**src/hdl/ipmpb_pkg.sv**
```systemverilog
`timescale 1ns / 1ps
`default_nettype none

package ipmpb_pkg;

    localparam int SCREEN_WIDTH_DEF  = 256;
    localparam int SCREEN_HEIGHT_DEF = 64;
    localparam int PANEL_WIDTH_DEF   = 128;
    localparam int PALETTE_SIZE_DEF  = 256;

    // widest store address over the parameter range: 2 panels * 256 cols * 16 pages
    localparam int STORE_ADDR_W = 13;

    localparam int QUEUE_DEPTH = 2;

    localparam int S_DATA_W = 80;
    localparam int S_USER_W = 2;
    localparam int M_DATA_W = 16;

    localparam logic [1:0] CMD_LOAD = 2'd0;
    localparam logic [1:0] CMD_DRAW = 2'd1;
    localparam logic [1:0] CMD_READ = 2'd2;

    typedef enum logic [1:0] {
        OP_NONE = 2'd0,
        OP_LOAD = 2'd1,
        OP_DRAW = 2'd2,
        OP_READ = 2'd3
    } op_kind_t;

    typedef struct packed {
        op_kind_t                  kind;
        logic [7:0]                pal_addr;
        logic                      pal_bit;
        logic                      code_ok;
        logic [STORE_ADDR_W-1:0]   store_addr;
        logic [2:0]                bit_sel;
    } op_t;

    function automatic logic rgb565_to_mono(input logic [15:0] color);
        logic [6:0] rgb_sum;
        logic [9:0] scaled;
        rgb_sum = 7'(color[15:11]) + 7'(color[10:5]) + 7'(color[4:0]);
        scaled  = {rgb_sum, 3'b000};
        return scaled[9];
    endfunction

endpackage

`default_nettype wire

```
**src/hdl/ipmpb_queue.sv**
```systemverilog
`timescale 1ns / 1ps
`default_nettype none

module ipmpb_queue (
    input  wire logic           clk,
    input  wire logic           rst_n,
    input  wire logic           push,
    input  wire ipmpb_pkg::op_t push_op,
    output logic                ready,
    output logic                valid,
    output ipmpb_pkg::op_t      head_op,
    input  wire logic           pop
);

    localparam int DEPTH = ipmpb_pkg::QUEUE_DEPTH;
    localparam int PTR_W = (DEPTH > 1) ? $clog2(DEPTH) : 1;
    localparam int CNT_W = $clog2(DEPTH + 1);
    localparam logic [PTR_W-1:0] PTR_LAST = PTR_W'(DEPTH - 1);
    localparam logic [CNT_W-1:0] CNT_FULL = CNT_W'(DEPTH);

    ipmpb_pkg::op_t   entry_reg [DEPTH];
    logic [PTR_W-1:0] wr_ptr_reg, wr_ptr_next;
    logic [PTR_W-1:0] rd_ptr_reg, rd_ptr_next;
    logic [CNT_W-1:0] count_reg, count_next;

    assign ready   = count_reg != CNT_FULL;
    assign valid   = count_reg != '0;
    assign head_op = entry_reg[rd_ptr_reg];

    always_comb
    begin
        wr_ptr_next = wr_ptr_reg;
        rd_ptr_next = rd_ptr_reg;
        count_next  = count_reg;
        if (push)
            wr_ptr_next = (wr_ptr_reg == PTR_LAST) ? '0 : wr_ptr_reg + 1'b1;
        if (pop)
            rd_ptr_next = (rd_ptr_reg == PTR_LAST) ? '0 : rd_ptr_reg + 1'b1;
        if (push && !pop)
            count_next = count_reg + 1'b1;
        else if (pop && !push)
            count_next = count_reg - 1'b1;
    end

    always_ff @(posedge clk or negedge rst_n)
    begin
        if (!rst_n)
        begin
            wr_ptr_reg <= '0;
            rd_ptr_reg <= '0;
            count_reg  <= '0;
        end
        else
        begin
            wr_ptr_reg <= wr_ptr_next;
            rd_ptr_reg <= rd_ptr_next;
            count_reg  <= count_next;
        end
    end

    always_ff @(posedge clk)
    begin
        if (push)
            entry_reg[wr_ptr_reg] <= push_op;
    end

endmodule

`default_nettype wire

```
**config.mk**
```make
export PLATFORM = sky130hd
export DESIGN_NAME = ipmpb_queue
export DESIGN_NICKNAME = d
export VERILOG_FILES = /design/src/hdl/ipmpb_pkg.sv /design/src/hdl/ipmpb_queue.sv
export SDC_FILE = /design/constraint.sdc
export NUM_CORES = 1
export LEC_CHECK = 0
export BUFFER_PORTS_ARGS = -buffer_cell sky130_fd_sc_hd__clkbuf_2
export CORE_MARGIN = 2
export CORE_UTILIZATION = 45
export CTS_CLUSTER_DIAMETER = 100
export CTS_CLUSTER_SIZE = 12
export DETAILED_ROUTE_END_ITERATION = 8
export PLACE_DENSITY = 0.78
export SETUP_SLACK_MARGIN = 0.1
export SLEW_MARGIN = 20
export SYNTH_ARGS = -nofsm -noshare
export SYNTH_HDL_FRONTEND = slang
export SYNTH_SLANG_ARGS = --single-unit
```
**constraint.sdc**
```tcl
create_clock -name clk -period 2.3 [get_ports clk]
set_clock_uncertainty 0.05 [all_clocks]
set_input_delay 0.115 -clock clk [delete_from_list [all_inputs] [get_ports clk]]
set_output_delay 0.115 -clock clk [all_outputs]
set_load 0.02 [all_outputs]
```
### Yosys cells after proc, flatten, opt, wreduce, memory -nomap -nowiden

Memories as Yosys holds them, arrays and structs flattened.
Index checks and enable logic that the tools add are counted.

| operators by class | value |
|---|---|
| add/subtract/negate cells | 4 |
| mux-type cells | 6 |
| reduce and logical (&&, ||, !) cells | 6 |
| eq/ne operators | 1 |

Operator list:

| operator | count |
|---|---|
| 1-bit two-way mux | 4 |
| 2-bit two-way mux | 2 |
| 2-bit nonzero test | 2 |
| 1-bit adder, second input constant | 2 |
| 2-bit by 1-bit adder with 2-bit output, second input constant | 1 |
| 1-bit logical AND | 2 |
| 1-bit zero test | 2 |
| 2-bit != test, second input constant | 1 |
| 2-bit by 1-bit subtractor with 2-bit output, second input constant | 1 |

| word-level totals | value |
|---|---|
| register bits after elaboration | 4 |
| memory bits (writable) | 56 |
| output and inout port bits | 30 |
| memories | 1 |
| word-level logic and storage cells | 21 |

Memory list:

| name | depth | bits a word | read ports | clocked after Yosys merged registers in | write ports | line | source |
|---|---|---|---|---|---|---|---|
| entry_reg | 2 | 28 | 1 | 0 | 1 | ipmpb_queue.sv:21 | `ipmpb_pkg::op_t entry_reg [DEPTH];` |

### Depth between registers and ports, before layout

Gate-level depths: netlist of the first run.

| depth | value |
|---|---|
| word-level depth | 4 |
| gate-level depth with buffers | 5 |
| gate-level depth less buffers | 5 |

### Least setup slack after synthesis of the first run

Ideal clock, no wire load.

| timing | value |
|---|---|
| path type | register to register |
| start | register wr_ptr_reg |
| end | memory entry_reg[0][0] (netlist bit) (enable) |
| cell stages (with the launch flop) | 2 |
| slack | 0.168 ns |
| data required time | 1.834 ns |
| data arrival time | 1.666 ns |
| library setup time | 0.416 ns |
| cells stage by stage | dfrtp_1 -> nor2b_1 |

RTL lines:

| element | line | source |
|---|---|---|
| start: declaration | ipmpb_queue.sv:22 | `logic [PTR_W-1:0] wr_ptr_reg, wr_ptr_next;` |
| start signal: assignment | ipmpb_queue.sv:55 | `wr_ptr_reg <= wr_ptr_next;` |
| end: declaration | ipmpb_queue.sv:21 |  |

No word-level cell before the write port.

==> results of run 1 <==
## per-stage QoR
stage          utilization [%]  power (mW)  instances  hold WS, ns
2_1_floorplan                -        2.43        103       -0.231
4_1_cts                   65.3        3.57        280       0.0736
3_5_place_dp              55.7        2.79        233       -0.113
6_report                  65.3        3.53        280       0.0994
5_1_grt                   65.3        3.72        280       0.0972
3_3_place_gp              55.7        2.75        233       -0.112
## per-layer routing
layer	GRT usage, %	up-vias	part of all wire [%]
li1	-	607	-
met1	17.3	606	41
met2	26.8	60	51
met3	6.43	5	6.9
met4	6.55	0	1.1
met5	0	-	0
## final cells by class
| type | count | share of cell area, % |
|---|---|---|
| Inverter | 1 | 0.120 |
| Sequential cell | 60 | 57.0 |
| Clock buffer | 16 | 4.80 |
| Timing Repair Buffer | 97 | 21.3 |
| Multi-Input combinational cell | 39 | 14.1 |
| Tap cell | 67 | 2.68 |
## power groups by stage
stage               clock [mW]  sequential, mW  combinational [mW]
floorplan                    0            1.54               0.892
global placement             0            1.56                1.19
detailed placement           0            1.57                1.21
CTS                      0.761            1.55                1.26
global route             0.814            1.57                1.33
finish                   0.742            1.55                1.24
## path summary, 6_finish.rpt
kind	depth (start not counted)	slack, ns	end
min in group clk	1	0.44	count_reg[1]$_DFFE_PN0P_
max in group asynchronous	2	1.97	rd_ptr_reg$_DFFE_PN0P_
worst min-delay path	2	0.1	count_reg[0]$_DFFE_PN0P_
worst min register to register	1	0.44	count_reg[1]$_DFFE_PN0P_
worst max register to register	2	1.14	entry_reg[0][27]$_DFFE_PP_
worst max-delay path	3	0.50	head_op[0]
## synthesized netlist by cell type
library cell	n	area share, %
inv_1	1	0.17
dfrtp_1	4	4.4
edfxtp_1	56	75
xnor2_1	1	0.39
xor2_1	4	1.6
nor2_1	1	0.17
buf_8	1	0.66
mux2_4	10	6.7
ha_1	1	0.55
and2_1	1	0.28
buf_4	1	0.33
mux2_2	18	9.0
buf_6	1	0.50
or2_2	1	0.28
nor2b_1	1	0.28
nand2b_1	1	0.28
## logic make-up (layout without fill, tap and decap cells)
| kind of cell | after synthesis | in the layout | share of synthesized area [%] |
|---|---|---|---|
| buf+inv | 4 | 114 | 1.66 |
| flops | 60 | 60 | 78.9 |
| mux | 28 | 28 | 15.6 |
| xor+xnor | 5 | 5 | 1.94 |
| fa+ha+maj | 1 | 1 | 0.554 |
| simple gates | 5 | 5 | 1.28 |
## worst max-delay path, cell delays in order, from the launching register on
cell	delay, ns
dfrtp_1	0.53
buf_12	0.24
mux2_2	0.37
clkbuf_2	0.16
==> summary.log, run 1 <==
[timing] final-report setup violation count 0
[timing] clock period minus final worst setup slack 1.80 ns
[timing] unrepaired setup endpoints after global routing no
[synth] post-synthesis sequential area ratio 78.9%
[cts] clk_lat worst skew 0.32 ns
[detailed_routing] number of DRC markers in iteration 0 58
[timing] Fin. Hold Viols 0
[cts] Gates resized, CTS repair 0
[final_layout] FF+latch area 1780 um2
[floorplanning] overall die area 5600 um2
[global_route] Congestion Overflow GR 0
[global_route] number of antenna violations at the first check in global routing 0
[floorplanning] count of pins on the block boundary 62
[synth] number of distinct library cell variants in the gate-level netlist after synthesis 16
[final_layout] Final Net Count 241
[final_layout] number of flip-flops under the largest register name 56
[status] status complete, no violations
[global_route] largest net degree at the start of global routing 24
[synth] number of flip-flops and latches in the synthesized netlist 60
[final_layout] fraction of final layout cells with drive strength greater than 1 49.3%
[critical_path] type of the worst setup path reg2out
[timing] highest clock rate 556 MHz
[power] power density relative to cell area 1130 nW/um2
[power] cell internal power dissipation 2.41 mW
[cts] clock-pin slew of the registers on the worst-case setup and hold paths 0.06 ns
[critical_path] launching element of the worst setup path rd_ptr_reg$_DFFE_PN0P_
[power] switching part of the total power 31.7%
[detailed_routing] detailed-route wire length 4090 um
[hold_path] type of the worst min-delay path in2async
[power] Static Leakage 1.26 nW
[cts] Longest Clk Path Bufs 2
[synth] instance count of the mapped netlist 103
[detailed_routing] # DRC 0
[final_layout] area of the multi-input gates 440 um2
[final_layout] number of inserted diodes 0
[timing] setup slack after layout 0.503 ns
[cts] cts bufs inserted 9
[final_layout] area growth from synthesis to layout 38.5%
[global_route] vias in the first global route 1,360
[placed_design] count of buffers inserted at the top-level ports 61
[cts] Post-CTS Setup Repair Bufs 0
[timing] final cycle utilization of the critical path 78.2%
[synth] Avg Synthesized Cell Area 21.9 um2
[placed_design] cell area after placement 2670 um2
[floorplanning] DIE WIDTH 74.8 um
[final_layout] most frequent cells in the layout clkbuf_2, edfxtp_1, dlygate4sd3_1
[cts] TritonCTS Sinks 60
[global_route] overall routing resource usage 15.7%
[critical_path] startpoint of the most critical register-to-register path wr_ptr_reg$_DFFE_PN0P_
[floorplanning] height of the die 74.8 um
[global_route] global-route wire length before repair 6130 um
[timing] total negative setup slack 0 ns
[power] sw power 1.12 mW
[synth] synthesized area 2260 um2
[detailed_routing] drt wl/cell 14.6 um
[power] fraction of power consumed by sequential logic 43.9%
[critical_path] CP startpoint kind register
[power] IR drop worst, VDD 675 uV
[power] portion of total power attributed to the clock network 21.0%
[placed_design] worst setup timing slack at the placement stage 0.844 ns
[cts] clock tree from TritonCTS built
[final_layout] final design area excluding fillers 3130 um2
[placed_design] HPWL after DPL 2600 um
[timing] worst slew pin tran 0.331 ns
[cts] H-Tree Depth 3
[detailed_routing] total number of vias 1,278
[detailed_routing] Vias per Instance 4.56
[flow_run] Max-cap violations 0
[detailed_routing] number of optimization iterations in the first detailed-route pass 4
[synth] Synth Net Count 136
[power] combinational power share 35.1%
[cts] hold-fix buffers at CTS 31
[placed_design] global placer's final weighted congestion 0.659
[critical_path] highest net fanout along the worst path 23
[floorplanning] number of rows in the core area 25
[synth] synthesis warning total 0
[critical_path] required time of the critical path 2.13 ns
[timing] relative max-transition margin 78.0%
[final_layout] Fill cells 353
[final_layout] leading cell type in the layout, fill and taps excluded clkbuf_2
[floorplanning] Core Region 4790 um2
[critical_path] data arrival at the endpoint of the critical path 1.63 ns
[detailed_routing] number of nets with antenna violations after routing 0
[timing] total count of max-transition violations in the final report 0
[cts] CTS Root Buffer Type clkbuf_8
[floorplanning] initial standard-cell utilization of the core 47.2%
[critical_path] crit end category primary output
No activity file was read; power rests on OpenSTA's default activity.
==> run 2: changes to the inputs <==
--- a/config.mk
+++ b/config.mk
@@ -5,13 +5,14 @@
 export SDC_FILE = /design/constraint.sdc
 export NUM_CORES = 1
 export LEC_CHECK = 0
+export ABC_AREA = 1
 export BUFFER_PORTS_ARGS = -buffer_cell sky130_fd_sc_hd__clkbuf_2
 export CORE_MARGIN = 2
 export CORE_UTILIZATION = 45
 export CTS_CLUSTER_DIAMETER = 100
 export CTS_CLUSTER_SIZE = 12
 export DETAILED_ROUTE_END_ITERATION = 8
-export PLACE_DENSITY = 0.78
+export PLACE_DENSITY = 0.75
 export SETUP_SLACK_MARGIN = 0.1
 export SLEW_MARGIN = 20
 export SYNTH_ARGS = -nofsm -noshare
==> constraint.sdc (replaced) <==
create_clock -name clk -period 1.8 [get_ports clk]
set_clock_uncertainty 0.05 [all_clocks]
set_input_delay 0.09 -clock clk [delete_from_list [all_inputs] [get_ports clk]]
set_output_delay 0.09 -clock clk [all_outputs]
set_load 0.02 [all_outputs]
==> run 2 against run 1 <==
Against the previous run:
- sequential share of layout area fell by 0.27 points
- global-route usage rose by 0.35 points
- design area is 0.48% higher
- utilization is 0.31 points higher
- sequential cell count did not move
- sequential power up 26%
- clock-buffer cell count decreased by 5
- clock power increased by 27%
- routed wire length rose by 1.7%
- register-to-register slack worse by 0.54 ns
- total power increased by 27%
- worst hold slack worse by 0.021 ns
- critical endpoint is now head_op[2]
- largest cell class unchanged
==> summary.log, run 2 <==
[status] status complete, no violations
[cts] TritonCTS Sinks 60
[synth] most numerous cell types in the synthesized netlist edfxtp_1, mux2_2, mux2_4
[timing] total negative setup slack 0 ns
[critical_path] launching element of the worst setup path rd_ptr_reg$_DFFE_PN0P_
[synth] fraction of synthesis flops using an asynchronous set or reset pin 6.67%
[critical_path] number of gates on the worst path with buffers counted 3
[final_layout] Final Net Count 251
[synth] portion of synthesized cell area occupied by the leading cell type 73.9%
[cts] clk_lat worst skew 0.32 ns
[timing] Fin. Hold Viols 0
[cts] Post-CTS Setup Repair Bufs 0
[critical_path] highest net fanout along the worst path 20
[critical_path] crit end category primary output
[critical_path] critical register-to-register path endpoint entry_reg[0][27]$_DFFE_PP_
[critical_path] worst setup path end head_op[2]
[final_layout] most frequent cells in the layout clkbuf_2, edfxtp_1, dlygate4sd3_1
[power] combinational power share 35.8%
[floorplanning] DIE WIDTH 75.1 um
[timing] highest clock rate 622 MHz
[synth] number of distinct library cell variants in the gate-level netlist after synthesis 15
[synth] synthesis warning total 0
[synth] top cells by area, synth edfxtp_1, mux2_2, mux2_4
[floorplanning] height of the die 75.1 um
[cts] CTS Root Buffer Type clkbuf_8
[hold_path] type of the worst min-delay path in2async
[power] IR drop worst, VDD 900 uV
[final_layout] leading cell type in the layout, fill and taps excluded clkbuf_2
[timing] unrepaired setup endpoints after global routing no
[detailed_routing] number of DRC markers in iteration 0 42
[critical_path] cells along the critical path buf_6 -> mux2_2 -> clkbuf_2
[final_layout] final design area excluding fillers 3140 um2
[global_route] global-route wire length before repair 6240 um
[final_layout] fraction of final layout cells with drive strength greater than 1 48.2%
[synth] Avg Synthesized Cell Area 20.3 um2
[timing] final-report setup violation count 0
[detailed_routing] drt wl/cell 14.4 um
[timing] total count of max-transition violations in the final report 0
[critical_path] startpoint of the most critical register-to-register path wr_ptr_reg$_DFFE_PN0P_
[critical_path] required time of the critical path 1.66 ns
[global_route] Congestion Overflow GR 0
[timing] clock period minus final worst setup slack 1.61 ns
[final_layout] utilization after layout 65.6%
[final_layout] Fill cells 339
[placed_design] global placer's final weighted congestion 0.670
[power] power density relative to cell area 1430 nW/um2
[timing] relative max-transition margin 81.6%
[global_route] overall routing resource usage 16.0%
[detailed_routing] # DRC 0
[synth] post-synthesis sequential area ratio 78.3%
[placed_design] cell area after placement 2680 um2
[critical_path] sum of buffers and inverters on the critical path 2
[critical_path] data arrival at the endpoint of the critical path 1.47 ns
[detailed_routing] number of nets with antenna violations after routing 0
[placed_design] count of buffers inserted at the top-level ports 61
[synth] number of flip-flops and latches in the synthesized netlist 60
[synth] most used flip-flop cell after synthesis edfxtp_1
[flow_run] Max-cap violations 0
[global_route] largest net degree at the start of global routing 21
[detailed_routing] number of optimization iterations in the first detailed-route pass 4
[timing] setup slack after layout 0.191 ns
[critical_path] crit-path max cell delay 0.37 ns
[timing] final cycle utilization of the critical path 89.4%
[synth] library cell with the largest summed area after synthesis edfxtp_1
[power] cell internal power dissipation 3.04 mW
[global_route] vias in the first global route 1,434
[critical_path] CP startpoint kind register
[power] portion of total power attributed to the clock network 20.9%
[timing] worst slew pin tran 0.276 ns
[placed_design] HPWL after DPL 2690 um
[power] sw power 1.46 mW
[final_layout] FF+latch area 1780 um2
[cts] cts bufs inserted 9
[floorplanning] overall die area 5640 um2
[final_layout] area growth from synthesis to layout 38.1%
[critical_path] Reg2Reg Depth 2
[final_layout] area of the multi-input gates 435 um2
[floorplanning] Core Region 4790 um2
[floorplanning] initial standard-cell utilization of the core 47.5%
[final_layout] number of inserted diodes 0
[power] Static Leakage 1.29 nW
[cts] Longest Clk Path Bufs 2
[power] switching part of the total power 32.5%
[detailed_routing] detailed-route wire length 4160 um
[power] fraction of power consumed by sequential logic 43.3%
[critical_path] worst reg-to-reg setup slack 0.60 ns
[synth] synthesized area 2270 um2
[floorplanning] number of rows in the core area 25
[detailed_routing] total number of vias 1,330
[cts] clock tree from TritonCTS built
[synth] Synth Net Count 145
[critical_path] delay-heaviest family, CP buffers and inverters
[synth] most frequently used cell type in the post-synthesis netlist edfxtp_1
[floorplanning] count of pins on the block boundary 62
[cts] clock-pin slew of the registers on the worst-case setup and hold paths 0.06 ns
[synth] instance count of the mapped netlist 112
[critical_path] Critical Path Slowest Stage Cell mux2_2
[placed_design] worst setup timing slack at the placement stage 0.459 ns
[final_layout] number of flip-flops under the largest register name 56
[synth] number of enable-type register cells in the synthesized netlist 56
[cts] H-Tree Depth 3
[critical_path] type of the worst setup path reg2out
[global_route] number of antenna violations at the first check in global routing 0
[detailed_routing] Vias per Instance 4.60
-- run 2: stage by stage --
step | hold slack [ns] | std cells | power [mW]
global placement | -0.149 | 243 | 3.49
finish | 0.0781 | 289 | 4.50
floorplan | -0.256 | 112 | 3.11
detailed placement | -0.139 | 243 | 3.55
global route | 0.0639 | 289 | 4.73
CTS | 0.0430 | 289 | 4.56
-- run 2: worst min-delay path by stage --
stage / slack [ns] / depth (start not counted) / startpoint / endpoint
floorplan: -0.26 / 0 / rst_n / count_reg[0]$_DFFE_PN0P_
global placement: -0.15 / 1 / rst_n / count_reg[1]$_DFFE_PN0P_
detailed placement: -0.14 / 1 / rst_n / count_reg[0]$_DFFE_PN0P_
CTS: 0.04 / 2 / rst_n / rd_ptr_reg$_DFFE_PN0P_
global route: 0.06 / 2 / rst_n / wr_ptr_reg$_DFFE_PN0P_
finish: 0.08 / 2 / rst_n / rd_ptr_reg$_DFFE_PN0P_
-- run 2: final cells by class --
cell class | instances | area share (%)
clock inverters | 4 | 0.558
repair buffers | 98 | 21.2
clock buffers | 11 | 4.18
flip-flops and latches | 60 | 56.7
well taps | 67 | 2.67
multi-input cells | 42 | 13.9
inverters | 7 | 0.837
-- run 2: cells by family after synthesis --
| family | count (synthesis) | synth area share, % |
|---|---|---|
| DFF | 60 | 78.3 |
| adders and majority gates | 1 | 0.550 |
| and+or+nand+nor | 10 | 1.82 |
| buffers and inverters | 10 | 2.64 |
| muxes | 28 | 15.5 |
| xor gates and xnor gates | 3 | 1.16 |
-- run 2: power by group through the flow --
stage          clock, mW  sequential (mW)  combinational, mW
5_1_grt             1.02             1.98               1.73
4_1_cts            0.974             1.95               1.63
6_report           0.941             1.95               1.61
3_3_place_gp           0             1.96               1.53
2_1_floorplan          0             1.96               1.15
3_5_place_dp           0             1.98               1.57
-- run 2: layer usage --
metal	vias to the layer above	wire length [um]	global-route usage, %
met5	-	0	0
met4	0	31	5.95
met3	3	260	6.83
met2	52	2190	29.0
met1	645	1690	16.3
li1	630	-	-
-- run 2: repair_timing --
action,4_1_cts,5_1_grt
endpoints found under the hold margin,62,0
hold buffers,31,0
gates resized for setup,1,0
endpoints found under the setup margin,1,0
