## config.mk

```make
export PLATFORM = sky130hd
export DESIGN_NAME = ipmpb_front
export DESIGN_NICKNAME = d
export VERILOG_FILES = /design/src/hdl/ipmpb_pkg.sv /design/src/hdl/ipmpb_front.sv
export SDC_FILE = /design/constraint.sdc
export NUM_CORES = 1
export LEC_CHECK = 0
export BUFFER_PORTS_ARGS = -buffer_cell sky130_fd_sc_hd__buf_2
export CELL_PAD_IN_SITES_DETAIL_PLACEMENT = 1
export CELL_PAD_IN_SITES_GLOBAL_PLACEMENT = 1
export CORE_ASPECT_RATIO = 1.5
export CORE_MARGIN = 2
export CORE_UTILIZATION = 22
export DETAILED_ROUTE_END_ITERATION = 8
export PLACE_DENSITY_LB_ADDON = 0.1
export SYNTH_ARGS = -nofsm -noshare
export SYNTH_HDL_FRONTEND = slang
export SYNTH_SLANG_ARGS = --single-unit
```

## constraint.sdc

```tcl
create_clock -name vclk -period 4.4
set_input_delay 0.44 -clock vclk [all_inputs]
set_output_delay 0.44 -clock vclk [all_outputs]
set_load 0.01 [all_outputs]
```

## src/hdl/ipmpb_pkg.sv

```systemverilog
`timescale 1ns / 1ps
`default_nettype none

package ipmpb_pkg;

    localparam int SCREEN_WIDTH_DEF  = 256;
    localparam int SCREEN_HEIGHT_DEF = 64;
    localparam int PANEL_WIDTH_DEF   = 128;
    localparam int PALETTE_SIZE_DEF  = 256;

    // widest store address over the parameter range: 2 panels * 256 cols * 16 pages
    localparam int STORE_ADDR_W = 13;

    localparam int QUEUE_DEPTH = 2;

    localparam int S_DATA_W = 80;
    localparam int S_USER_W = 2;
    localparam int M_DATA_W = 16;

    localparam logic [1:0] CMD_LOAD = 2'd0;
    localparam logic [1:0] CMD_DRAW = 2'd1;
    localparam logic [1:0] CMD_READ = 2'd2;

    typedef enum logic [1:0] {
        OP_NONE = 2'd0,
        OP_LOAD = 2'd1,
        OP_DRAW = 2'd2,
        OP_READ = 2'd3
    } op_kind_t;

    typedef struct packed {
        op_kind_t                  kind;
        logic [7:0]                pal_addr;
        logic                      pal_bit;
        logic                      code_ok;
        logic [STORE_ADDR_W-1:0]   store_addr;
        logic [2:0]                bit_sel;
    } op_t;

    function automatic logic rgb565_to_mono(input logic [15:0] color);
        logic [6:0] rgb_sum;
        logic [9:0] scaled;
        rgb_sum = 7'(color[15:11]) + 7'(color[10:5]) + 7'(color[4:0]);
        scaled  = {rgb_sum, 3'b000};
        return scaled[9];
    endfunction

endpackage

`default_nettype wire

```

## src/hdl/ipmpb_front.sv

```systemverilog
`timescale 1ns / 1ps
`default_nettype none

module ipmpb_front #(
    parameter int SCREEN_WIDTH  = ipmpb_pkg::SCREEN_WIDTH_DEF,
    parameter int SCREEN_HEIGHT = ipmpb_pkg::SCREEN_HEIGHT_DEF,
    parameter int PANEL_WIDTH   = ipmpb_pkg::PANEL_WIDTH_DEF,
    parameter int PALETTE_SIZE  = ipmpb_pkg::PALETTE_SIZE_DEF
) (
    input  wire logic [ipmpb_pkg::S_DATA_W-1:0] s_tdata,
    input  wire logic [ipmpb_pkg::S_USER_W-1:0] s_tuser,
    output ipmpb_pkg::op_t                      op
);

    localparam int PAGE_COUNT  = (SCREEN_HEIGHT + 7) / 8;
    localparam int PANEL_BYTES = PANEL_WIDTH * PAGE_COUNT;

    localparam logic [9:0]  SW_LIM  = 10'(SCREEN_WIDTH);
    localparam logic [9:0]  PW_LIM  = 10'(PANEL_WIDTH);
    localparam logic [7:0]  SH_LIM  = 8'(SCREEN_HEIGHT);
    localparam logic [8:0]  PAL_LIM = 9'(PALETTE_SIZE);
    localparam logic [15:0] PB_16   = 16'(PANEL_BYTES);
    localparam logic [15:0] PW_16   = 16'(PANEL_WIDTH);

    logic [7:0]  slot;
    logic [15:0] color;
    logic [7:0]  code;
    logic [8:0]  pos_x;
    logic [5:0]  pos_y;
    logic [7:0]  transp;
    logic [7:0]  backgr;
    logic        restore;
    logic        use_tr;
    logic        rdisp;
    logic [9:0]  roff;

    logic [7:0]  code_eff;
    logic        skip;
    logic [9:0]  x10;
    logic        left;
    logic [9:0]  col10;
    logic        draw_ok;
    logic [15:0] draw_addr;
    logic [15:0] read_addr;
    logic        read_ok;
    logic        slot_ok;

    assign slot    = s_tdata[7:0];
    assign color   = s_tdata[23:8];
    assign code    = s_tdata[31:24];
    assign pos_x   = s_tdata[40:32];
    assign pos_y   = s_tdata[46:41];
    assign transp  = s_tdata[54:47];
    assign backgr  = s_tdata[62:55];
    assign restore = s_tdata[63];
    assign use_tr  = s_tdata[64];
    assign rdisp   = s_tdata[65];
    assign roff    = s_tdata[75:66];

    always_comb
    begin
        code_eff = (restore && code == transp) ? backgr : code;
        skip     = !restore && use_tr && code == transp;
        x10      = {1'b0, pos_x};
        left     = x10 < PW_LIM;
        col10    = left ? x10 : x10 - PW_LIM;
        draw_ok  = !skip && (x10 < SW_LIM) && (col10 < PW_LIM) && ({2'b00, pos_y} < SH_LIM);
        draw_addr = (left ? 16'd0 : PB_16) + 16'(pos_y[5:3]) * PW_16 + {6'd0, col10};
        read_ok   = {6'd0, roff} < PB_16;
        read_addr = (rdisp ? PB_16 : 16'd0) + {6'd0, roff};
        slot_ok   = {1'b0, slot} < PAL_LIM;

        op.pal_bit  = ipmpb_pkg::rgb565_to_mono(color);
        op.code_ok  = {1'b0, code_eff} < PAL_LIM;
        op.bit_sel  = pos_y[2:0];
        op.pal_addr = code_eff;
        op.store_addr = draw_addr[ipmpb_pkg::STORE_ADDR_W-1:0];
        op.kind     = ipmpb_pkg::OP_NONE;

        unique case (s_tuser)
            ipmpb_pkg::CMD_LOAD:
            begin
                op.pal_addr = slot;
                if (slot_ok)
                    op.kind = ipmpb_pkg::OP_LOAD;
            end
            ipmpb_pkg::CMD_DRAW:
            begin
                if (draw_ok)
                    op.kind = ipmpb_pkg::OP_DRAW;
            end
            ipmpb_pkg::CMD_READ:
            begin
                op.store_addr = read_addr[ipmpb_pkg::STORE_ADDR_W-1:0];
                if (read_ok)
                    op.kind = ipmpb_pkg::OP_READ;
            end
            default:
            begin
                op.kind = ipmpb_pkg::OP_NONE;
            end
        endcase
    end

endmodule

`default_nettype wire

```

Word-level counts from Yosys, hierarchy flattened
Cells that the tools add are included.
- reductions and logical operators: 8
- order comparisons: 3
- equality and inequality tests: 3
- mux-type cells: 8
- add/subtract/negate cells: 6
- operators with widths (kind ; count):
    $add 11x10->12 ; 2
    $mux 11 ; 2
    $mux 8 ; 2
    $add 12x10->13 ; 1
    $mux 13 ; 1
    $lt 10x8->1 const B ; 1
    $mux 10 ; 1
    $sub 9x8->10 const B ; 1
    $lt 9x8->1 const B ; 1
    $lt 9x9->1 const B ; 1
    $eq 8x8->1 ; 1
    $add 5x6->7 ; 1
    $add 7x5->7 ; 1
    $pmux 2 s3 ; 1
    $logic_and 1x1->1 ; 5
    $eq 2x1->1 const B ; 1
    $eq 2x2->1 const B ; 1
    $logic_not 1->1 ; 2
    $logic_not 2->1 ; 1
    $mux 2 ; 1
- register bits after elaboration: 0
- bits of input ports: 82
- output and inout bits: 28

Logic depth before layout (Yosys ltp)
Gate-level depths: netlist of the first run.
- depth after elaboration: 8
- depth in mapped cells: 8
- mapped depth without buffers: 8

Worst setup path after synthesis of the first run
No wires, ideal clock.
- path type: input to output
- start: input port s_tdata[10] (netlist bit)
- end: output port op[17] (netlist bit)
- slack: 2150 ps
- path buffers: 0
- arrival: 1810 ps
- stages on the path: 8
- path through: inv_1 fa_1 inv_1 ha_1 nand2_1 o21bai_1 a21oi_1 o21ai_0
- RTL lines (element ; RTL line ; text):
    start: declaration ; ipmpb_front.sv:10 ; input wire logic [ipmpb_pkg::S_DATA_W-1:0] s_tdata,
    end: declaration ; ipmpb_front.sv:12 ; output ipmpb_pkg::op_t op

==> results of run 1 <==
## worst max-delay path by stage
stage / cells past startpoint / slack [ns] / end / start
floorplan: 8 / 2.15 / op[17] / s_tdata[10]
global placement: 4 / 1.99 / op[3] / s_tuser[0]
detailed placement: 4 / 1.91 / op[3] / s_tuser[0]
CTS: 4 / 1.91 / op[3] / s_tuser[0]
global route: 10 / 1.83 / op[17] / s_tdata[10]
finish: 10 / 1.98 / op[17] / s_tdata[10]
## cells in the mapped netlist, drive strengths merged, types with 2 or more instances
master / n / area share, %
o21ai: 3 / 1.8
a21oi: 3 / 1.8
mux2: 9 / 12
and4: 2 / 2.1
fa: 5 / 12
conb: 2 / 0.88
xnor2: 10 / 10
o31ai: 8 / 7.1
a31oi: 8 / 5.9
inv: 11 / 4.9
nand2: 6 / 2.7
nor2: 10 / 4.4
nand4: 11 / 8.8
ha: 7 / 10
buf: 12 / 8.7
nor2b: 2 / 1.5
## metal layers
metal / track usage, % / routed length [um] / vias up / part of all wire, %
li1: - / - / 581 / -
met1: 12.5 / 1030 / 522 / 32
met2: 30.8 / 1830 / 57 / 58
met3: 0.743 / 277 / 4 / 8.7
met4: 1.50 / 38 / 0 / 1.2
met5: 0 / 0 / - / 0
## critical path: stages
cell and delay, ns:
buf_2 0.07, inv_1 0.05, fa_1 0.52, inv_1 0.04, ha_1 0.27, nand2_1 0.05, o21bai_1 0.14, a21oi_1 0.09
o21ai_0 0.15, buf_2 0.15
## power by group through the flow
stage	Combinational, mW	Sequential [mW]	Clock, mW
floorplan	0.0752	0	0
global placement	0.130	0	0
detailed placement	0.137	0	0
CTS	0.137	0	0
global route	0.154	0	0
finish	0.134	0	0
## metrics by stage
step / cell area, um2 / hold slack (ns)
5_1_grt: 1320 / 0.880
6_report: 1320 / 0.880
3_3_place_gp: 1320 / 0.880
3_5_place_dp: 1320 / 0.880
4_1_cts: 1320 / 0.880
2_1_floorplan: 850 / 0.924
## layout make-up
| cell class | count | share of cell area [%] |
|---|---|---|
| inverters | 12 | 3.41 |
| multi-input cells | 92 | 55.4 |
| well taps | 43 | 4.08 |
| repair buffers | 98 | 37.2 |
## cell families (layout without fill, tap and decap cells)
family                     after synthesis  after routing
muxes                                    9              9
AOI/OAI and AO/OA                       25             25
xor gates and xnor gates                10             10
and+or+nand+nor                         34             34
adders and majority gates               12             12
buffers and inverters                   24            110
other                                    2              2
==> results.txt, run 1 <==
The flow ran to the end, and the final reports show no timing, DRC or antenna violations. The sequential cells in the finished layout cover a total of 0 um2. The vertical die dimension is 80.1 um.

The detailed placer's ending HPWL came out at 2920 um. There are 0 flip-flops and latches. The internal portion of the total power is 0.0661 mW. The worst hold path was traced through 0 stages.

The final wirelength is 3180 um. The simple-gate share of the synthesized area is 21.5%. The xor and xnor fraction of the mapped netlist area came out at 10.3%. The per-cell via count in the routed design came out at 4.75.

The path with the worst hold slack has its endpoint at op[2]. The final cell utilization of the core is 35.8%. The combined area of the multi-input logic cells came out at 731 um2. The floorplan core area is 3680 um2.

The number of global-route vias before repair is 1,197. VDD sags by at most between 0.04 and 0.05 mV. The worst-case headroom to the max-slew limit is 24.1%. The power density normalized to cell area is approximately 100 nW/um2.

The worst endpoint data arrival time came out at 1.98 ns. The pin slew with the least headroom to its limit came out at around 1.1 ns. The total die area came out at 4380 um2.

The synthesized-area fraction occupied by adder cells came out at roughly 22%. The proportion of power drawn by flip-flops and latches came out at 0%. The filler cell count in the final layout came out at 512. During synthesis, Yosys emitted a total of 0 warnings. The switching power as a share of total power came out at 50.7%. The total of clock buffers placed in the layout is 0. The initial antenna violation count is 0.

The portion of synthesized area spent on multiplexers is 11.9%. The shortest clock period the worst path allows after layout came out at about 2.4 ns. The maximum number of pins on one net before global-route repair came out at 17. The sort of element at the start of the critical path is an input port. The portion of total power attributed to combinational logic came out at 100.0%. Setup repair after global routing left no endpoint under its margin. The class of the worst hold path is input port to primary output. Timing analysis after detailed placement gives a worst setup slack of 1.91 ns.

The critical path is of the input port to primary output type. The synthesized netlist devotes 19.3% of its cell area to compound gates. Leaving out fill and tap cells, the most frequent cells in the layout are buf_2 (98), inv_1 (11), xnor2_1 (10), nand4_1 (10), nor2_1 (10).

The number of diodes added for antenna fixing is 0. The fmax is 413 MHz. Relative to the synthesized area, the layout overhead comes to 55.4%. The count of nets left with antenna violations once routing finished came out at 0. The cell total after placement is roughly 250. The iteration-0 DRC count of the detailed router came out at 3. By area, the combinational part of the netlist is dominated by adder cells.

The DRC violations left came out at 0. The global-route congestion overflow total came out at 0. The endpoint required time on the critical path came out at just under 4 ns. The library cell used most frequently in the layout, excluding fill and tap cells, is buf_2. The synthesized netlist contains 27 unique library cells. The number of slew-limit violations in the final report is 0. The number of buffers added on ports came out at 98.

The number of buffers added to fix hold violations after cts is 0. The finished layout holds 245 standard cells, fillers aside. Global routing used 13.9% of the available tracks. Each instance of the synthesized netlist takes up on average 7.32 um2.

For this run, the register share of the synthesized area comes to 0%. For this design the static power due to leakage is around 0.7 nW. The final-stage net count is 298. The critical path capture point type is a primary output.

Setup slack closes at 1.98 ns. The final clock period utilization by the worst path is a little over half. The final count of negative-setup-slack endpoints is 0. The standard-cell row count is 27. Across all layers, the routed design uses between 1,000 and 1,500 vias. Cells with a size suffix above 1 make up 49.0% of the layout. The net load switching power came out at 0.0679 mW. The boundary pin count is 110. The global-route wire length before repair is approximately 4800 um. The hold path startpoint is s_tdata[43]. The count of mapped cells out of synthesis is about 120.

The starting utilization of the core area is between 20% and 30%. The die extent in x came out at 54.7 um. Along the worst path, the maximum fanout reaches 1. The final count of hold timing violations came out at 0. In this run the cell area of the synthesized design comes to ~850 um2. The count of instances resized after the clock tree is built is 0.

The final setup TNS is 0 ns. The final routed wire length divided by cell count came out at 13.0 um. Before antenna repair, the detailed router went through 3 iterations. Routability-driven placement finished with a final weighted congestion of about 0.77. The number of setup buffers added after CTS came out at 0. The tool flagged a number of max-cap violations equal to 0. The power consumption came out at 0.134 mW. The share of total power in the clock network came out at 0%. The number of nets handed over by synthesis was 210.
Note: power is estimated with default switching activity, not from simulation.
==> run 2: changes to the inputs <==
- ABC_AREA: default -> 1
- CORE_UTILIZATION: 22 -> 21
- clock period: 4.4 -> 2.3 ns (I/O delays scaled with it)
==> results.txt, run 2 <==
The total cell area at the placement stage is 1540 um2. The filler cell count in the final layout came out at 669. The area overhead of the layout relative to synthesis is 52.5%. The maximum number of pins on one net before global-route repair is 15. Summed over all layers, the global routing overflow is 0. In the post-synthesis netlist, the biggest area contributors are nand2_1 (24%), inv_1 (15%), fa_1 (9.9%), nand3_1 (8.9%), ha_1 (8.7%).

The global-route wire length before repair came out at 5400 um. The simple-gate share of the synthesized area came out at 44.9%. The number of global-route vias before repair came out at ~1,300. The number of slew-limit violations in the final report came out at 0.

Setup repair after global routing left no endpoint under its margin. The final instance area is 1540 um2. The clock period could shrink to 1.85 ns. The power consumption is 0.276 mW. The worst endpoint data arrival time is approximately 1.6 ns. The final routed wire length divided by cell count is between 10 and 15 um. The sequential cell count of the final layout is 0. The setup path with the least slack is of type input port to primary output.

The top cell type by area accounts for 23.8% of the synthesized area. The final-stage net count came out at 371. The library cells used most frequently in the layout, excluding fill and tap cells, are buf_2 (98), nand2_1 (64), inv_1 (41). The maximum ir drop on the vdd rail came out at 0.0556 mV. The DRC violations left is 0. Post-CTS repair changed the size of 0 cells. The critical path's slowest cell is fa_1. The count of mapped cells out of synthesis came out at roughly 180. The iteration-0 DRC count of the detailed router is 40. The number of antenna-violating nets in the routed design is 0. The first element of the critical path is s_tdata[10]. The largest delay contributor family on the critical path is adder cells.

The maximum fanout encountered on the critical timing path came out at 1. The flip-flop and latch area came out at 0 um2. The final count of hold timing violations came to 0. The critical path contains buffers and inverters numbering 4 combined. The share of the Yosys chip area taken by registers is 0%. After synthesis, the most frequently instantiated cells are nand2_1 (64), inv_1 (41), nand3_1 (18). The share of cell area taken by muxes after synthesis is 10.0%. The final cell utilization of the core is 33.7%. STA classifies the critical path endpoint as a primary output.

The analysis attributes to cell leakage a power of 1.05 nW. The endpoint required time on the critical path came out at roughly 2.1 ns. The number of buffers added on ports came out at 98.

nand2_1 takes more of the synthesized area than any other cell. The power density normalized to cell area is 179 nW/um2. The number of buffers added to fix hold violations after cts came out at 0. Summing over every cut layer, the via total after detailed routing is 1,411.

The synthesized-area fraction occupied by adder cells is 18.6%. The final wirelength came out at 3420 um. The number of distinct library cells after synthesis came out at 25. 0 antenna diodes ended up in the layout.

The final setup TNS is 0 ns. The die extent in x is 60.7 um. The class of the worst hold path is input port to primary output. The max-capacitance violation count is 0. The multi-input combinational cells in the finished layout cover a total of 802 um2.

The final clock period utilization by the worst path is 80.3%. A synthesized cell averages 5.52 um2. The most common library cell in the layout ignoring fill and taps is buf_2. The total of clock buffers placed in the layout is 0.

Yosys instantiated no cell more often than nand2_1. The flow ran to the end, and the final reports show no timing, DRC or antenna violations. The initial antenna violation count came out at 0.

The number of warning messages in the yosys log came out at 0. In this run the count of I/O pins placed on the die edge is 110. The number of setup buffers added after CTS is 0. The share of the synthesized area in compound gates (AO/OA/AOI/OAI) is under 10%.

The fmax is approximately 540 MHz. Row generation in the floorplan step produced 30 rows. The stage delay of the slowest cell on the critical path came out at about 0.53 ns. The synthesized area came out at 1010 um2. Traced cell by cell, the critical path runs through buf_2, inv_1, fa_1, inv_1, ha_1, nand4_1, o221ai_1, buf_2. The xor and xnor fraction of the mapped netlist area came out at 1.73%.

The worst hold path begins at s_tdata[41]. The main combinational cell family by area after synthesis is simple AND/OR/NAND/NOR gates. The first TritonRoute pass finished after 3 iterations. The floorplan core area came out at 4580 um2.

STA classifies the critical path startpoint as an input port. The vertical die dimension came out at roughly 90 um. The HPWL after detailed placement is roughly 3100 um. The die covers 5400 um2.

The starting utilization of the core area came out at 22.1%. Cells with a size suffix above 1 make up 41.5% of the layout. The total global routing track utilization came out at 12.3%. The per-cell via count in the routed design came out at 4.16. The final count of negative-setup-slack endpoints is 0. The cell total after placement came out at 339. The non-filler instance count after layout came out at 339.

The global placer's final weighted congestion is 0.708. The synthesized netlist net count is about 280.
[run 2: cell types whose count changed after synthesis, moves of 6 or more]
cell and delta:
nand2_1 +58, mux2_1 -6, inv_1 +30, o31ai_1 -8
xnor2_1 -9, nand4_1 -8, nand3_1 +18, a31oi_1 -8
mux2_2 +6
[run 2: worst paths after layout]
path,to,slack (ns),cells past startpoint
worst max-delay path,op[17],0.45,8
worst min-delay path,op[0],0.46,0
[run 2: routing by layer]
| metal | GRT usage, % | share of wire (%) | vias to the layer above | wire length (um) |
|---|---|---|---|---|
| li1 | - | - | 733 | - |
| met1 | 14.4 | 38 | 616 | 1290 |
| met2 | 24.8 | 53 | 62 | 1820 |
| met3 | 1.16 | 8.8 | 0 | 299 |
| met4 | 0 | 0 | 0 | 0 |
| met5 | 0 | 0 | - | 0 |
[run 2: kinds of logic (layout without fill, tap and decap cells)]
| logic type | after synthesis | after routing |
|---|---|---|
| adders and majority gates | 12 | 12 |
| muxes | 9 | 9 |
| AOI/OAI and AO/OA | 6 | 6 |
| buffers and inverters | 50 | 142 |
| and+or+nand+nor | 102 | 102 |
| other | 2 | 2 |
| xor gates and xnor gates | 2 | 2 |
[run 2: through the flow]
stage | setup WS [ns] | hold slack (ns)
detailed placement | 0.433 | 0.460
floorplan | 0.640 | 0.532
global route | 0.345 | 0.460
finish | 0.452 | 0.460
CTS | 0.433 | 0.460
global placement | 0.440 | 0.460
[run 2: final cells by class]
class | count | share of cell area [%]
inverters | 43 | 10.5
multi-input cells | 133 | 52.0
well taps | 64 | 5.19
repair buffers | 99 | 32.3
[run 2: where the power goes]
group	internal (mW)	total, mW	leakage, nW	switching (mW)
registers	0	0	0	0
clock network	0	0	0	0
logic	0.133	0.276	1.05	0.143
total	0.133	0.276	1.05	0.143
==> run 3: changes to the inputs <==
- clock period: 2.3 -> 1.74 ns (I/O delays scaled with it)
==> results.txt, run 3 (synthesized netlist as in run 2, its figures left out) <==
Dividing total power by cell area gives a power density of 243 nW/um2. The filler cells instantiated in the layout total 678. The total global routing track utilization came out at between 10% and 20%.

The boundary pin count came out at 110. The number of antenna-violating nets in the routed design came out at 0. Measured along the x axis, the die boundary spans 60.7 um. The maximum fanout encountered on the critical timing path is 1. The worst path in the final design needs a cycle of 1.72 ns, including I/O delays and setup. The final clock period utilization by the worst path is a little under 100%. VDD sags by at most between 0.07 and 0.08 mV. The library cells used most frequently in the layout, excluding fill and tap cells, are buf_2 (96), nand2_1 (64), inv_1 (37). The fmax is 580 MHz.

The class of the worst hold path is input port to primary output. Entering global routing, the biggest net connects 15 pins. Compared with the post-synthesis result, the final layout area differs by 55.6%. Cells fill 34.3% of the core in the end.

The worst setup path is launched from an input port. The global placer's final weighted congestion came out at 0.683. The total die area came out at 5400 um2. Leaving out fill and tap cells, the most frequent cell in the layout is buf_2. The per-cell via count in the routed design is 4.16. The global-route wire length before repair came out at 5170 um. The total of clock buffers placed in the layout is 0. The initial antenna violation count is 0. The worst hold path terminates at op[0]. The worst endpoint data arrival time came out at 1.55 ns. For this design the static power due to leakage is 1.05 nW. The standard-cell row count is 30. In the final layout, flip-flops and latches occupy 0 um2. The final count of negative-setup-slack endpoints came out at 0. The number of detailed-route iterations in the first pass is 4. The number of buffers added on ports came out at 98. The number of global-route vias before repair came out at 1,286. The critical path start-end classification is input port to primary output. After routing, the total negative slack on setup checks comes to 0 ns.

The starting utilization of the core area came out at ~22%. The max-capacitance violation count is 0. Counting instances, the worst hold path has a depth of 0. The number of slew-limit violations in the final report came to 0.

The floorplan core area is roughly 4600 um2. From bottom edge to top edge, the die measures 89.0 um. The iteration-0 DRC count of the detailed router came out at 15. The endpoint required time on the critical path came out at between 1.5 and 2 ns. Setup repair after global routing could not meet its margin everywhere. The number of hold buffers added after CTS was 0. The power consumption came out at 0.383 mW.

The fraction of layout instances using a drive strength above 1 came out at 43.6%. The routed via count is between 1,000 and 1,500. The global-route congestion overflow total is 0. The final routed wire length divided by cell count came out at 10.2 um.

The number of diodes added for antenna fixing came out at 0. The final wirelength came out at 3450 um. The final-stage net count came out at around 370. The DRC violations left is 0. In this run the most critical hold path is launched from s_tdata[41].

The sequential cell count of the final layout is 0. The flow ran to the end, and the final reports show no timing, DRC or antenna violations. The worst setup path is captured at a primary output. The detailed placer's ending HPWL came out at 3140 um. The final count of hold timing violations is 0.
[run 3: metrics by stage]
step	hold WS [ns]	instance area (um2)	worst slack [ns]	instances
4_1_cts	0.348	1560	0.000224	339
3_3_place_gp	0.348	1540	-0.00393	339
6_report	0.348	1570	0.0168	339
2_1_floorplan	0.420	1010	0.192	183
5_1_grt	0.348	1570	-0.0399	339
3_5_place_dp	0.348	1540	-0.0436	339
[run 3: area by class of cell]
cell class,instances,area (um2),share of cell area (%)
Inverter,43,161,10.3
Multi-Input combinational cell,133,821,52.2
Tap cell,64,80.1,5.09
Timing Repair Buffer,99,510,32.5
[run 3: power by group]
part,switching (mW),internal (mW)
registers,0,0
clock network,0,0
logic,0.197,0.186
total,0.197,0.186
[run 3: what timing repair did]
| action | in CTS | in global routing |
|---|---|---|
| gates resized for setup | 4 | 4 |
| gates cloned | 0 | 0 |
| pin swaps | 4 | 6 |
| endpoints found under the setup margin | 1 | 1 |
| setup buffers | 0 | 0 |
[run 3: worst max-delay path by stage]
stage               endpoint   startpoint  cells after the start
global placement      op[17]  s_tdata[10]                      8
detailed placement    op[17]  s_tdata[10]                      8
CTS                   op[17]  s_tdata[23]                      8
finish                op[17]  s_tdata[21]                      8
global route          op[17]  s_tdata[21]                      8
floorplan             op[17]  s_tdata[12]                      6
[run 3: per-layer routing]
layer | wire length [um] | share of wire [%] | GRT usage (%) | vias up
met5 | 0 | 0 | 0 | -
met4 | 0 | 0 | 0 | 0
met3 | 301 | 8.7 | 1.16 | 0
met2 | 1860 | 54 | 24.5 | 62
met1 | 1290 | 37 | 13.4 | 616
li1 | - | - | - | 732
[run 3: critical path: stages]
cell	delay, ns
buf_6	0.07
inv_2	0.03
fa_1	0.53
inv_1	0.04
ha_1	0.26
nand4_1	0.11
o221ai_2	0.17
buf_2	0.16
